`src/hdl/sfs_pkg.sv`:
```
// shared types, constants and register codes for the sprite frame sequencer
package sfs_pkg;

  localparam int MAX_FRAMES_DEF = 64;
  localparam int TIME_BITS_DEF  = 16;

  localparam int TILE_W  = 12;
  localparam int COL_W   = 8;
  localparam int PX_W    = 13;
  localparam int CFG_W   = 13;
  localparam int FC_W    = 7;
  localparam int IN_DUR_W = 16;
  localparam int SRCX_W  = 20;
  localparam int SRCY_W  = 24;
  localparam int FRAME_W = 6;
  localparam int MUL_W   = TILE_W + PX_W;
  localparam int DIV_CNT_W = 4;

  localparam logic [PX_W-1:0]  TILE_PX_MAX       = PX_W'(4096);
  localparam logic [FC_W-1:0]  FRAME_COUNT_RST   = '0;
  localparam logic [COL_W-1:0] ATLAS_COLUMNS_RST = COL_W'(1);
  localparam logic [PX_W-1:0]  TILE_WIDTH_RST    = PX_W'(16);
  localparam logic [PX_W-1:0]  TILE_HEIGHT_RST   = PX_W'(16);

  typedef enum logic [1:0] {
    REG_FRAME_COUNT   = 2'd0,
    REG_ATLAS_COLUMNS = 2'd1,
    REG_TILE_WIDTH    = 2'd2,
    REG_TILE_HEIGHT   = 2'd3
  } cfg_idx_t;

  typedef enum logic {
    CMD_WRITE = 1'b0,
    CMD_TICK  = 1'b1
  } cmd_t;

  typedef struct packed {
    logic              start;
    logic [TILE_W-1:0] dividend;
    logic [COL_W-1:0]  divisor;
  } div_req_t;

  typedef struct packed {
    logic              done;
    logic [TILE_W-1:0] quotient;
    logic [COL_W-1:0]  remainder;
  } div_rsp_t;

endpackage

```
`src/hdl/sfs_ram.sv`:
```
// generic single-port-write ram with registered read
module sfs_ram #(
  parameter int WIDTH = 8,
  parameter int DEPTH = 64,
  parameter int AW    = (DEPTH > 1) ? $clog2(DEPTH) : 1
) (
  input  logic             clk,
  input  logic             we,
  input  logic [AW-1:0]    waddr,
  input  logic [WIDTH-1:0] wdata,
  input  logic [AW-1:0]    raddr,
  output logic [WIDTH-1:0] rdata
);

  logic [WIDTH-1:0] mem [DEPTH];

  always_ff @(posedge clk) begin
    if (we) begin
      mem[waddr] <= wdata;
    end
    rdata <= mem[raddr];
  end

endmodule

```
`src/hdl/sfs_divider.sv`:
```
// iterative restoring divider, one quotient bit per cycle
module sfs_divider (
  input  logic               clk,
  input  logic               rst,
  input  sfs_pkg::div_req_t  req,
  output sfs_pkg::div_rsp_t  rsp
);
  import sfs_pkg::*;

  logic                 busy;
  logic                 done;
  logic [DIV_CNT_W-1:0] cnt;
  logic [TILE_W-1:0]    quo;
  logic [COL_W-1:0]     rem;
  logic [COL_W-1:0]     dvs;
  logic [COL_W:0]       trial;
  logic                 fits;

  assign trial = {rem, quo[TILE_W-1]};
  assign fits  = trial >= {1'b0, dvs};

  always_ff @(posedge clk) begin
    if (rst) begin
      busy <= 1'b0;
      done <= 1'b0;
      cnt  <= '0;
    end else begin
      done <= 1'b0;
      if (req.start) begin
        busy <= 1'b1;
        cnt  <= '0;
        rem  <= '0;
        quo  <= req.dividend;
        dvs  <= req.divisor;
      end else if (busy) begin
        rem <= fits ? COL_W'(trial - {1'b0, dvs}) : trial[COL_W-1:0];
        quo <= {quo[TILE_W-2:0], fits};
        cnt <= cnt + DIV_CNT_W'(1);
        if (cnt == DIV_CNT_W'(TILE_W - 1)) begin
          busy <= 1'b0;
          done <= 1'b1;
        end
      end
    end
  end

  assign rsp.done      = done;
  assign rsp.quotient  = quo;
  assign rsp.remainder = rem;

endmodule

```
`src/hdl/atlas_sprite_frame_sequencer_unit.sv`:
```
// sprite frame sequencer: frame advance loop, atlas divider and source position
// a frame write is taken while idle; a tick with no frames goes straight to the done state,
//   otherwise it passes read/check once per frame advance, then divide, multiply x, multiply y
// throughput: one tick at a time, set by the compare/subtract loop over the frame ram
//   (a read and a check state per advance) and the 12-step divider for tile column and row
// reset: synchronous, clears the sequencer, frame index, time accumulator and registers;
//   the frame ram is not cleared and a frame must be written before it is shown
module atlas_sprite_frame_sequencer_unit #(
  parameter int MAX_FRAMES = sfs_pkg::MAX_FRAMES_DEF,
  parameter int TIME_BITS  = sfs_pkg::TIME_BITS_DEF
) (
  input  logic                         clk,
  input  logic                         rst,
  input  logic                         cfg_we,
  input  sfs_pkg::cfg_idx_t            cfg_index,
  input  logic [sfs_pkg::CFG_W-1:0]    cfg_data,
  input  logic                         in_valid,
  output logic                         in_ready,
  input  logic                         cmd,
  input  logic [5:0]                   entry_index,
  input  logic [sfs_pkg::TILE_W-1:0]   entry_tile,
  input  logic [sfs_pkg::IN_DUR_W-1:0] entry_duration,
  input  logic [sfs_pkg::IN_DUR_W-1:0] elapsed,
  output logic                         out_valid,
  input  logic                         out_ready,
  output logic [sfs_pkg::FRAME_W-1:0]  frame_now,
  output logic [sfs_pkg::COL_W-1:0]    tile_col,
  output logic [sfs_pkg::TILE_W-1:0]   tile_row,
  output logic [sfs_pkg::SRCX_W-1:0]   src_x,
  output logic [sfs_pkg::SRCY_W-1:0]   src_y,
  output logic                         finished
);
  import sfs_pkg::*;

  localparam int IDX_W  = (MAX_FRAMES > 1) ? $clog2(MAX_FRAMES) : 1;
  localparam int CNT_W  = $clog2(MAX_FRAMES + 1);
  localparam int CMP_W  = (CNT_W > FC_W) ? CNT_W : FC_W;
  localparam int WORD_W = TILE_W + TIME_BITS;

  typedef enum logic [2:0] {
    S_IDLE,
    S_READ,
    S_CHECK,
    S_DIV,
    S_MULX,
    S_MULY,
    S_DONE
  } state_t;

  state_t state;

  logic [FC_W-1:0]  num_frames;
  logic [COL_W-1:0] atlas_columns;
  logic [PX_W-1:0]  tile_width;
  logic [PX_W-1:0]  tile_height;

  logic [IDX_W-1:0]     cur;
  logic [TIME_BITS:0]   accum;
  logic                 fin;
  logic                 empty;
  logic [SRCX_W-1:0]    px_x;
  logic [SRCY_W-1:0]    px_y;

  logic [CMP_W-1:0]     count_wide;
  logic [CNT_W-1:0]     count;
  logic [CNT_W-1:0]     cur_ext;
  logic [CNT_W-1:0]     nxt;
  logic                 wrap;
  logic                 accept;
  logic                 tick;
  logic                 ram_we;
  logic [TIME_BITS-1:0] dur_in;
  logic [TIME_BITS-1:0] dur_wr;
  logic [WORD_W-1:0]    ram_rd;
  logic [TIME_BITS-1:0] dur_rd;
  logic [TIME_BITS-1:0] dur_eff;
  logic                 adv;
  logic [TIME_BITS:0]   accum_add;
  logic [COL_W-1:0]     cols;
  logic [PX_W-1:0]      tw_sat;
  logic [PX_W-1:0]      th_sat;
  logic [TILE_W-1:0]    mul_a;
  logic [PX_W-1:0]      mul_b;
  logic [MUL_W-1:0]     prod;
  div_req_t             div_req;
  div_rsp_t             div_rsp;

  // configuration registers
  always_ff @(posedge clk) begin
    if (rst) begin
      num_frames    <= FRAME_COUNT_RST;
      atlas_columns <= ATLAS_COLUMNS_RST;
      tile_width    <= TILE_WIDTH_RST;
      tile_height   <= TILE_HEIGHT_RST;
    end else if (cfg_we) begin
      case (cfg_index)
        REG_FRAME_COUNT:   num_frames    <= cfg_data[FC_W-1:0];
        REG_ATLAS_COLUMNS: atlas_columns <= cfg_data[COL_W-1:0];
        REG_TILE_WIDTH:    tile_width    <= cfg_data[PX_W-1:0];
        REG_TILE_HEIGHT:   tile_height   <= cfg_data[PX_W-1:0];
        default: ;
      endcase
    end
  end

  assign count_wide = (CMP_W'(num_frames) > CMP_W'(MAX_FRAMES)) ?
                      CMP_W'(MAX_FRAMES) : CMP_W'(num_frames);
  assign count      = CNT_W'(count_wide);
  assign cur_ext    = CNT_W'(cur);
  assign nxt        = cur_ext + CNT_W'(1);
  assign wrap       = nxt >= count;

  assign in_ready = (state == S_IDLE);
  assign accept   = in_valid && in_ready;
  assign tick     = accept && (cmd == CMD_TICK);

  assign dur_in = TIME_BITS'(entry_duration);
  assign dur_wr = (dur_in == '0) ? TIME_BITS'(1) : dur_in;
  assign ram_we = accept && (cmd == CMD_WRITE) && (32'(entry_index) < 32'(MAX_FRAMES));

  sfs_ram #(
    .WIDTH (WORD_W),
    .DEPTH (MAX_FRAMES),
    .AW    (IDX_W)
  ) u_frame_ram (
    .clk   (clk),
    .we    (ram_we),
    .waddr (IDX_W'(entry_index)),
    .wdata ({entry_tile, dur_wr}),
    .raddr (cur),
    .rdata (ram_rd)
  );

  assign dur_rd    = ram_rd[TIME_BITS-1:0];
  assign dur_eff   = (dur_rd == '0) ? TIME_BITS'(1) : dur_rd;
  assign adv       = accum >= {1'b0, dur_eff};
  assign accum_add = accum + (TIME_BITS + 1)'(TIME_BITS'(elapsed));

  assign cols = (atlas_columns == '0) ? COL_W'(1) : atlas_columns;

  assign div_req.start    = (state == S_CHECK) && !adv;
  assign div_req.dividend = ram_rd[WORD_W-1:TIME_BITS];
  assign div_req.divisor  = cols;

  sfs_divider u_divider (
    .clk (clk),
    .rst (rst),
    .req (div_req),
    .rsp (div_rsp)
  );

  // one multiplier shared by the x and y source positions
  assign tw_sat = (tile_width  > TILE_PX_MAX) ? TILE_PX_MAX : tile_width;
  assign th_sat = (tile_height > TILE_PX_MAX) ? TILE_PX_MAX : tile_height;
  assign mul_a  = (state == S_MULX) ? TILE_W'(div_rsp.remainder) : div_rsp.quotient;
  assign mul_b  = (state == S_MULX) ? tw_sat : th_sat;
  assign prod   = MUL_W'(mul_a) * MUL_W'(mul_b);

  always_ff @(posedge clk) begin
    if (rst) begin
      state     <= S_IDLE;
      cur       <= '0;
      accum     <= '0;
      fin       <= 1'b0;
      empty     <= 1'b0;
      out_valid <= 1'b0;
    end else begin
      if (out_valid && out_ready && (state != S_DONE)) begin
        out_valid <= 1'b0;
      end
      case (state)
        S_IDLE: begin
          if (tick) begin
            fin <= 1'b0;
            if (count == '0) begin
              empty <= 1'b1;
              state <= S_DONE;
            end else begin
              empty <= 1'b0;
              accum <= accum_add;
              if (cur_ext >= count) begin
                cur <= IDX_W'(count - CNT_W'(1));
              end
              state <= S_READ;
            end
          end
        end
        S_READ: begin
          state <= S_CHECK;
        end
        S_CHECK: begin
          if (adv) begin
            accum <= accum - {1'b0, dur_eff};
            if (wrap) begin
              cur <= '0;
              fin <= 1'b1;
            end else begin
              cur <= IDX_W'(nxt);
            end
            state <= S_READ;
          end else begin
            state <= S_DIV;
          end
        end
        S_DIV: begin
          if (div_rsp.done) begin
            state <= S_MULX;
          end
        end
        S_MULX: begin
          px_x  <= prod[SRCX_W-1:0];
          state <= S_MULY;
        end
        S_MULY: begin
          px_y  <= prod[SRCY_W-1:0];
          state <= S_DONE;
        end
        S_DONE: begin
          if (!out_valid || out_ready) begin
            out_valid <= 1'b1;
            if (empty) begin
              frame_now <= '0;
              tile_col  <= '0;
              tile_row  <= '0;
              src_x     <= '0;
              src_y     <= '0;
              finished  <= 1'b1;
            end else begin
              frame_now <= FRAME_W'(cur);
              tile_col  <= div_rsp.remainder;
              tile_row  <= div_rsp.quotient;
              src_x     <= px_x;
              src_y     <= px_y;
              finished  <= fin;
            end
            state <= S_IDLE;
          end
        end
        default: begin
          state <= S_IDLE;
        end
      endcase
    end
  end

`ifndef SYNTH
  // accumulator stays within TIME_BITS bits while idle, once the advance loop is done
  a_accum_settled: assert property (@(posedge clk) disable iff (rst)
    (state == S_IDLE) |-> (accum[TIME_BITS] == 1'b0))
    else $error("time accumulator left above range");

  // frame ram is only written between transactions
  a_write_idle: assert property (@(posedge clk) disable iff (rst)
    ram_we |-> (state == S_IDLE))
    else $error("frame ram written while busy");

  // divider finishes only while the sequencer waits for it
  a_div_done: assert property (@(posedge clk) disable iff (rst)
    div_rsp.done |-> (state == S_DIV))
    else $error("divider result outside divide step");

  // a new result is loaded only when the output register is free
  a_out_free: assert property (@(posedge clk) disable iff (rst)
    (state == S_DONE && out_valid && !out_ready) |=> (state == S_DONE))
    else $error("result overwrote pending transaction");
`endif

endmodule

```
`config.mk`:
```
export PLATFORM = sky130hd
export DESIGN_NAME = atlas_sprite_frame_sequencer_unit
export DESIGN_NICKNAME = d
export VERILOG_FILES = /design/src/hdl/sfs_pkg.sv /design/src/hdl/sfs_ram.sv /design/src/hdl/sfs_divider.sv /design/src/hdl/atlas_sprite_frame_sequencer_unit.sv
export SDC_FILE = /design/constraint.sdc
export NUM_CORES = 2
export LEC_CHECK = 0
export BUFFER_PORTS_ARGS = -buffer_cell sky130_fd_sc_hd__buf_4
export CORE_MARGIN = 2
export CORE_UTILIZATION = 60
export CTS_BUF_LIST = sky130_fd_sc_hd__clkbuf_4 sky130_fd_sc_hd__clkbuf_8
export DETAILED_ROUTE_END_ITERATION = 6
export GPL_ROUTABILITY_DRIVEN = 0
export PLACE_DENSITY = 0.86
export RECOVER_POWER = 100
export SLEW_MARGIN = 20
export SYNTH_ARGS = -nofsm -noshare
export SYNTH_HDL_FRONTEND = slang
export SYNTH_SLANG_ARGS = --single-unit
```
`constraint.sdc`:
```
create_clock -name clk -period 7.4 [get_ports clk]
set_input_delay 0.74 -clock clk [delete_from_list [all_inputs] [get_ports clk]]
set_output_delay 0.74 -clock clk [all_outputs]
set_load 0.03 [all_outputs]
```
==> impl_metrics.py <==
metrics = {
    "cells_and_area": {
        "areaGrowthSynthToFinish_pct": 10.7,
        "fin_util": 0.670,
        "stdcell_count": 6781,
        "multi_input_comb_area_sq_um": 22700,
        "area.sequential_sq_um": 60200,
        "fin_nets": 4970,
        "design_area_sq_um": 93400,
        "fillCellCount": 8256,
        "drive_gt1_frac": 0.239,
    },
    "clock_network": {
        "tritoncts.num_buffers": 322,
        "cts_tree": "yes",
        "path_clk_slew_ns": 0.07,
        "clkSinkCount": 2039,
        "max-clock-path-buffers": 4,
        "clk_latency_ns": 1.04,
        "h-tree-depth": 5,
        "clock_tree.root_cell": "sky130_fd_sc_hd__clkbuf_8",
        "postcts_setup_bufs": 0,
    },
    "global_routing": {
        "grt_max_degree": 134,
        "grt_overflow_total": 0,
        "groute.layer.met1.usage": 0.400,
        "grt_use_met3": 0.0803,
        "first_global_vias": 46600,
        "wire_length_of_the_first_global_routing_pass_mm": 317,
        "top_usage_layer": "met2",
        "grtUsageMet2": 0.500,
        "antenna_found_initial": 22,
        "gr-usage-all-layers": 0.312,
    },
    "synth": {
        "flip_flop_and_latch_count_after_synthesis": 2039,
        "ys_warn_count": 0,
        "async_reset_ff_frac": 0,
        "post-synth-top-area-fraction": 0.688,
        "flip_flop_cell_with_the_highest_count_after_synthesis": "sky130_fd_sc_hd__edfxtp_1",
        "synth.top_cells.by_count": "sky130_fd_sc_hd__edfxtp_1 (1935), sky130_fd_sc_hd__mux4_2 (587), sky130_fd_sc_hd__nand2_1 (263)",
        "ys_types": 73,
        "synth-edff-count": 1935,
        "synth_largest_area_cell": "sky130_fd_sc_hd__edfxtp_1",
        "yosysSeqAreaShare": 0.713,
        "postSynthCellCount": 4316,
        "yosys.cell_count.top_type": "sky130_fd_sc_hd__edfxtp_1",
        "synth_nets": 4615,
        "synthesis.area_sq_um": 84400,
        "syn_area_per_cell_sq_um": 19.6,
        "top_post_synthesis_cells_by_area": "sky130_fd_sc_hd__edfxtp_1 (69%), sky130_fd_sc_hd__mux4_2 (16%), sky130_fd_sc_hd__fa_1 (2.7%), sky130_fd_sc_hd__dfxtp_1 (2.5%), sky130_fd_sc_hd__ha_1 (1.7%)",
    },
    "sta": {
        "worst_clock_skew_on_the_final_layout_ns": 0.0624,
        "grt_setup_unrepaired": "no",
        "finalCritPeriodShare": 0.944,
        "timing.max_slew.rel_slack": -1.21,
        "report.final.slew_viol_count": 3785,
        "final-setup-viol-count": 0,
        "tightestPinTransition_ns": 3.31,
        "period_minus_slack_ns": 6.98,
        "tns_ns": 0,
        "clock.fmax_ghz": 0.143,
        "timing.final.hold_violations": 0,
    },
    "route": {
        "detailroute.via_count": 45800,
        "routed_via_density": 6.75,
        "drt-total-wl_mm": 219,
        "drc": 0,
        "detail_route.first_pass.iterations": 7,
        "detail_route.wl_per_cell_microns": 32.3,
        "detail_route.iter0.violations": 6918,
        "drt.antenna.violating_nets": 0,
    },
    "critical_path": {
        "reg2reg_slack_ns": 0.42,
        "critical_path.max_fanout": 40,
        "cp-start-kind": "flip-flop",
        "cp-startpoint": "tile_height[0]",
        "endpoint_kind": "flip-flop",
        "worst-endpoint-arrival_ns": 7.71,
        "r2r_cells": 24,
        "cp.depth": 24,
        "cpLargestDelayFamily": "adder cells",
        "crit_required_ns": 8.13,
        "crit_path_top_delay_cell": "sky130_fd_sc_hd__fa_1",
        "timing.critical_path.slowest_cell_delay_ns": 0.57,
        "r2r-start": "tile_height[0]",
        "critical_path.cell_chain": "nor4_1 > nand3_1 > a21oi_1 > buf_4 > a22o_1 > nand2_1 > fa_1 > inv_1 > fa_1 > inv_1 > fa_1 > inv_1 > fa_1 > inv_1 > fa_1 > inv_1 > ha_1 > a21oi_1 > o21ai_0 > or4_1 > a31oi_1 > o21bai_1 > a21o_1 > xor2_1",
        "number_of_buffer_and_inverter_instances_along_the_worst_setup_path": 6,
        "setup.worst_path.class": "reg2reg",
        "rr_endpoint": "px_y[19]",
    },
    "power": {
        "irDropWorstVdd_uv": 484,
        "power_density_nw_per_um2": 354,
        "power.static_leakage_nw": 30.2,
        "post-layout-total-power_mw": 33.1,
    },
    "die": {
        "io-pin-count": 144,
        "floorplan.rows": 137,
        "die_h_microns": 379,
        "die-width_microns": 379,
        "core_region_area_sq_um": 140000,
        "die_area_sq_um": 144000,
        "initial_utilization": 0.605,
    },
    "hold_path": {
        "hold_class": "in2reg",
        "min_delay_src": "in_valid",
        "hold_path_cell_cnt": 3,
        "worst_hold_path_endpoint": "fin",
    },
    "placement": {
        "placed_area_sq_um": 88300,
        "numPortBuffers": 143,
        "dp_cells": 6208,
        "hpwl_dp_mm": 132,
    },
    "job": {
        "drv_cap": 108,
    },
    "status": {
        "violations": "max-capacitance violations, max-slew violations",
        "run_status": "complete, but fails checks",
    },
}
==> report_power, final <==
part	switching, mW	leakage (nW)	total [mW]	internal [mW]
clock network	4.33	3.21	9.26	4.93
logic	5.67	8.72	10.2	4.55
registers	0.486	18.3	13.6	13.1
total	10.5	30.2	33.1	22.6
==> flip-flops by register name, indices dropped and copies added, names as in the netlist, 13 cells and up <==
| register | flops |
|---|---|
| accum | 17 |
| tile_width | 13 |
| src_y | 24 |
| src_x | 20 |
| tile_height | 13 |
| px_x | 20 |
| u_frame_ram.mem | 1792 |
| u_frame_ram.rdata | 28 |
| px_y | 24 |
==> cell families (layout without fill, tap and decap cells) <==
logic type / Yosys count / in the layout / share of synthesized area
other: 0 / 11 / 0
adders and majority gates: 228 / 228 / 0.0437
buffers and inverters: 429 / 1007 / 0.0201
AOI/OAI and AO/OA: 280 / 280 / 0.0214
and+or+nand+nor: 686 / 686 / 0.0378
DFF: 2039 / 2039 / 0.713
muxes: 607 / 607 / 0.159
xor gates and xnor gates: 47 / 47 / 0.00488
==> per-stage QoR <==
step,hold WS (ns),setup WS (ns)
6_report,0.0994,0.415
5_1_grt,0.0887,0.109
4_1_cts,0.0121,0.525
3_5_place_dp,0.448,0.645
3_3_place_gp,0.444,0.744
2_1_floorplan,0.444,1.21
==> layer usage <==
| layer | up-vias | wire, microns |
|---|---|---|
| li1 | 18000 | - |
| met1 | 23100 | 73100 |
| met2 | 3989 | 107000 |
| met3 | 723 | 27100 |
| met4 | 14 | 11800 |
| met5 | - | 97 |
==> worst min-delay path, delay by kind of cell <==
kind          cells  cell delay [ns]
buf+inv           1             0.11
simple gates      2             0.23
==> cell usage in the layout, fill, tap and decap left out, types with 49 or more instances in the layout <==
cell type and n:
sky130_fd_sc_hd__clkbuf_8 333, sky130_fd_sc_hd__ha_1 116, sky130_fd_sc_hd__nor2b_1 79, sky130_fd_sc_hd__nor2_1 132
sky130_fd_sc_hd__fa_1 112, sky130_fd_sc_hd__a21oi_1 90, sky130_fd_sc_hd__nand2_1 263, sky130_fd_sc_hd__clkinv_1 66
sky130_fd_sc_hd__clkbuf_1 175, sky130_fd_sc_hd__inv_1 208, sky130_fd_sc_hd__buf_4 54, sky130_fd_sc_hd__mux4_2 587
sky130_fd_sc_hd__o21ai_0 49, sky130_fd_sc_hd__edfxtp_1 1935, sky130_fd_sc_hd__clkbuf_4 100, sky130_fd_sc_hd__dfxtp_1 100
==> area by class of cell <==
type / count / share of cell area
diodes: 11 / 0.000295
repair buffers: 251 / 0.0139
clock inverters: 116 / 0.00785
well taps: 1876 / 0.0251
clock buffers: 431 / 0.0569
multi-input cells: 1848 / 0.243
flip-flops and latches: 2039 / 0.644
inverters: 209 / 0.00840
==> what timing repair did <==
| action | in CTS | in global routing |
|---|---|---|
| hold buffers | 13 | 0 |
| resized for setup | 0 | 0 |
| endpoints found under the setup margin | 0 | 0 |
| hold endpoints to repair | 41 | 0 |
==> worst max path at each step <==
stage | end | slack (ns)
floorplan | px_x[19] | 1.21
global placement | px_x[19] | 0.74
detailed placement | px_x[19] | 0.65
CTS | px_y[19] | 0.52
global route | px_y[23] | 0.11
finish | px_y[19] | 0.42
Power figures use the tool's default switching activity.
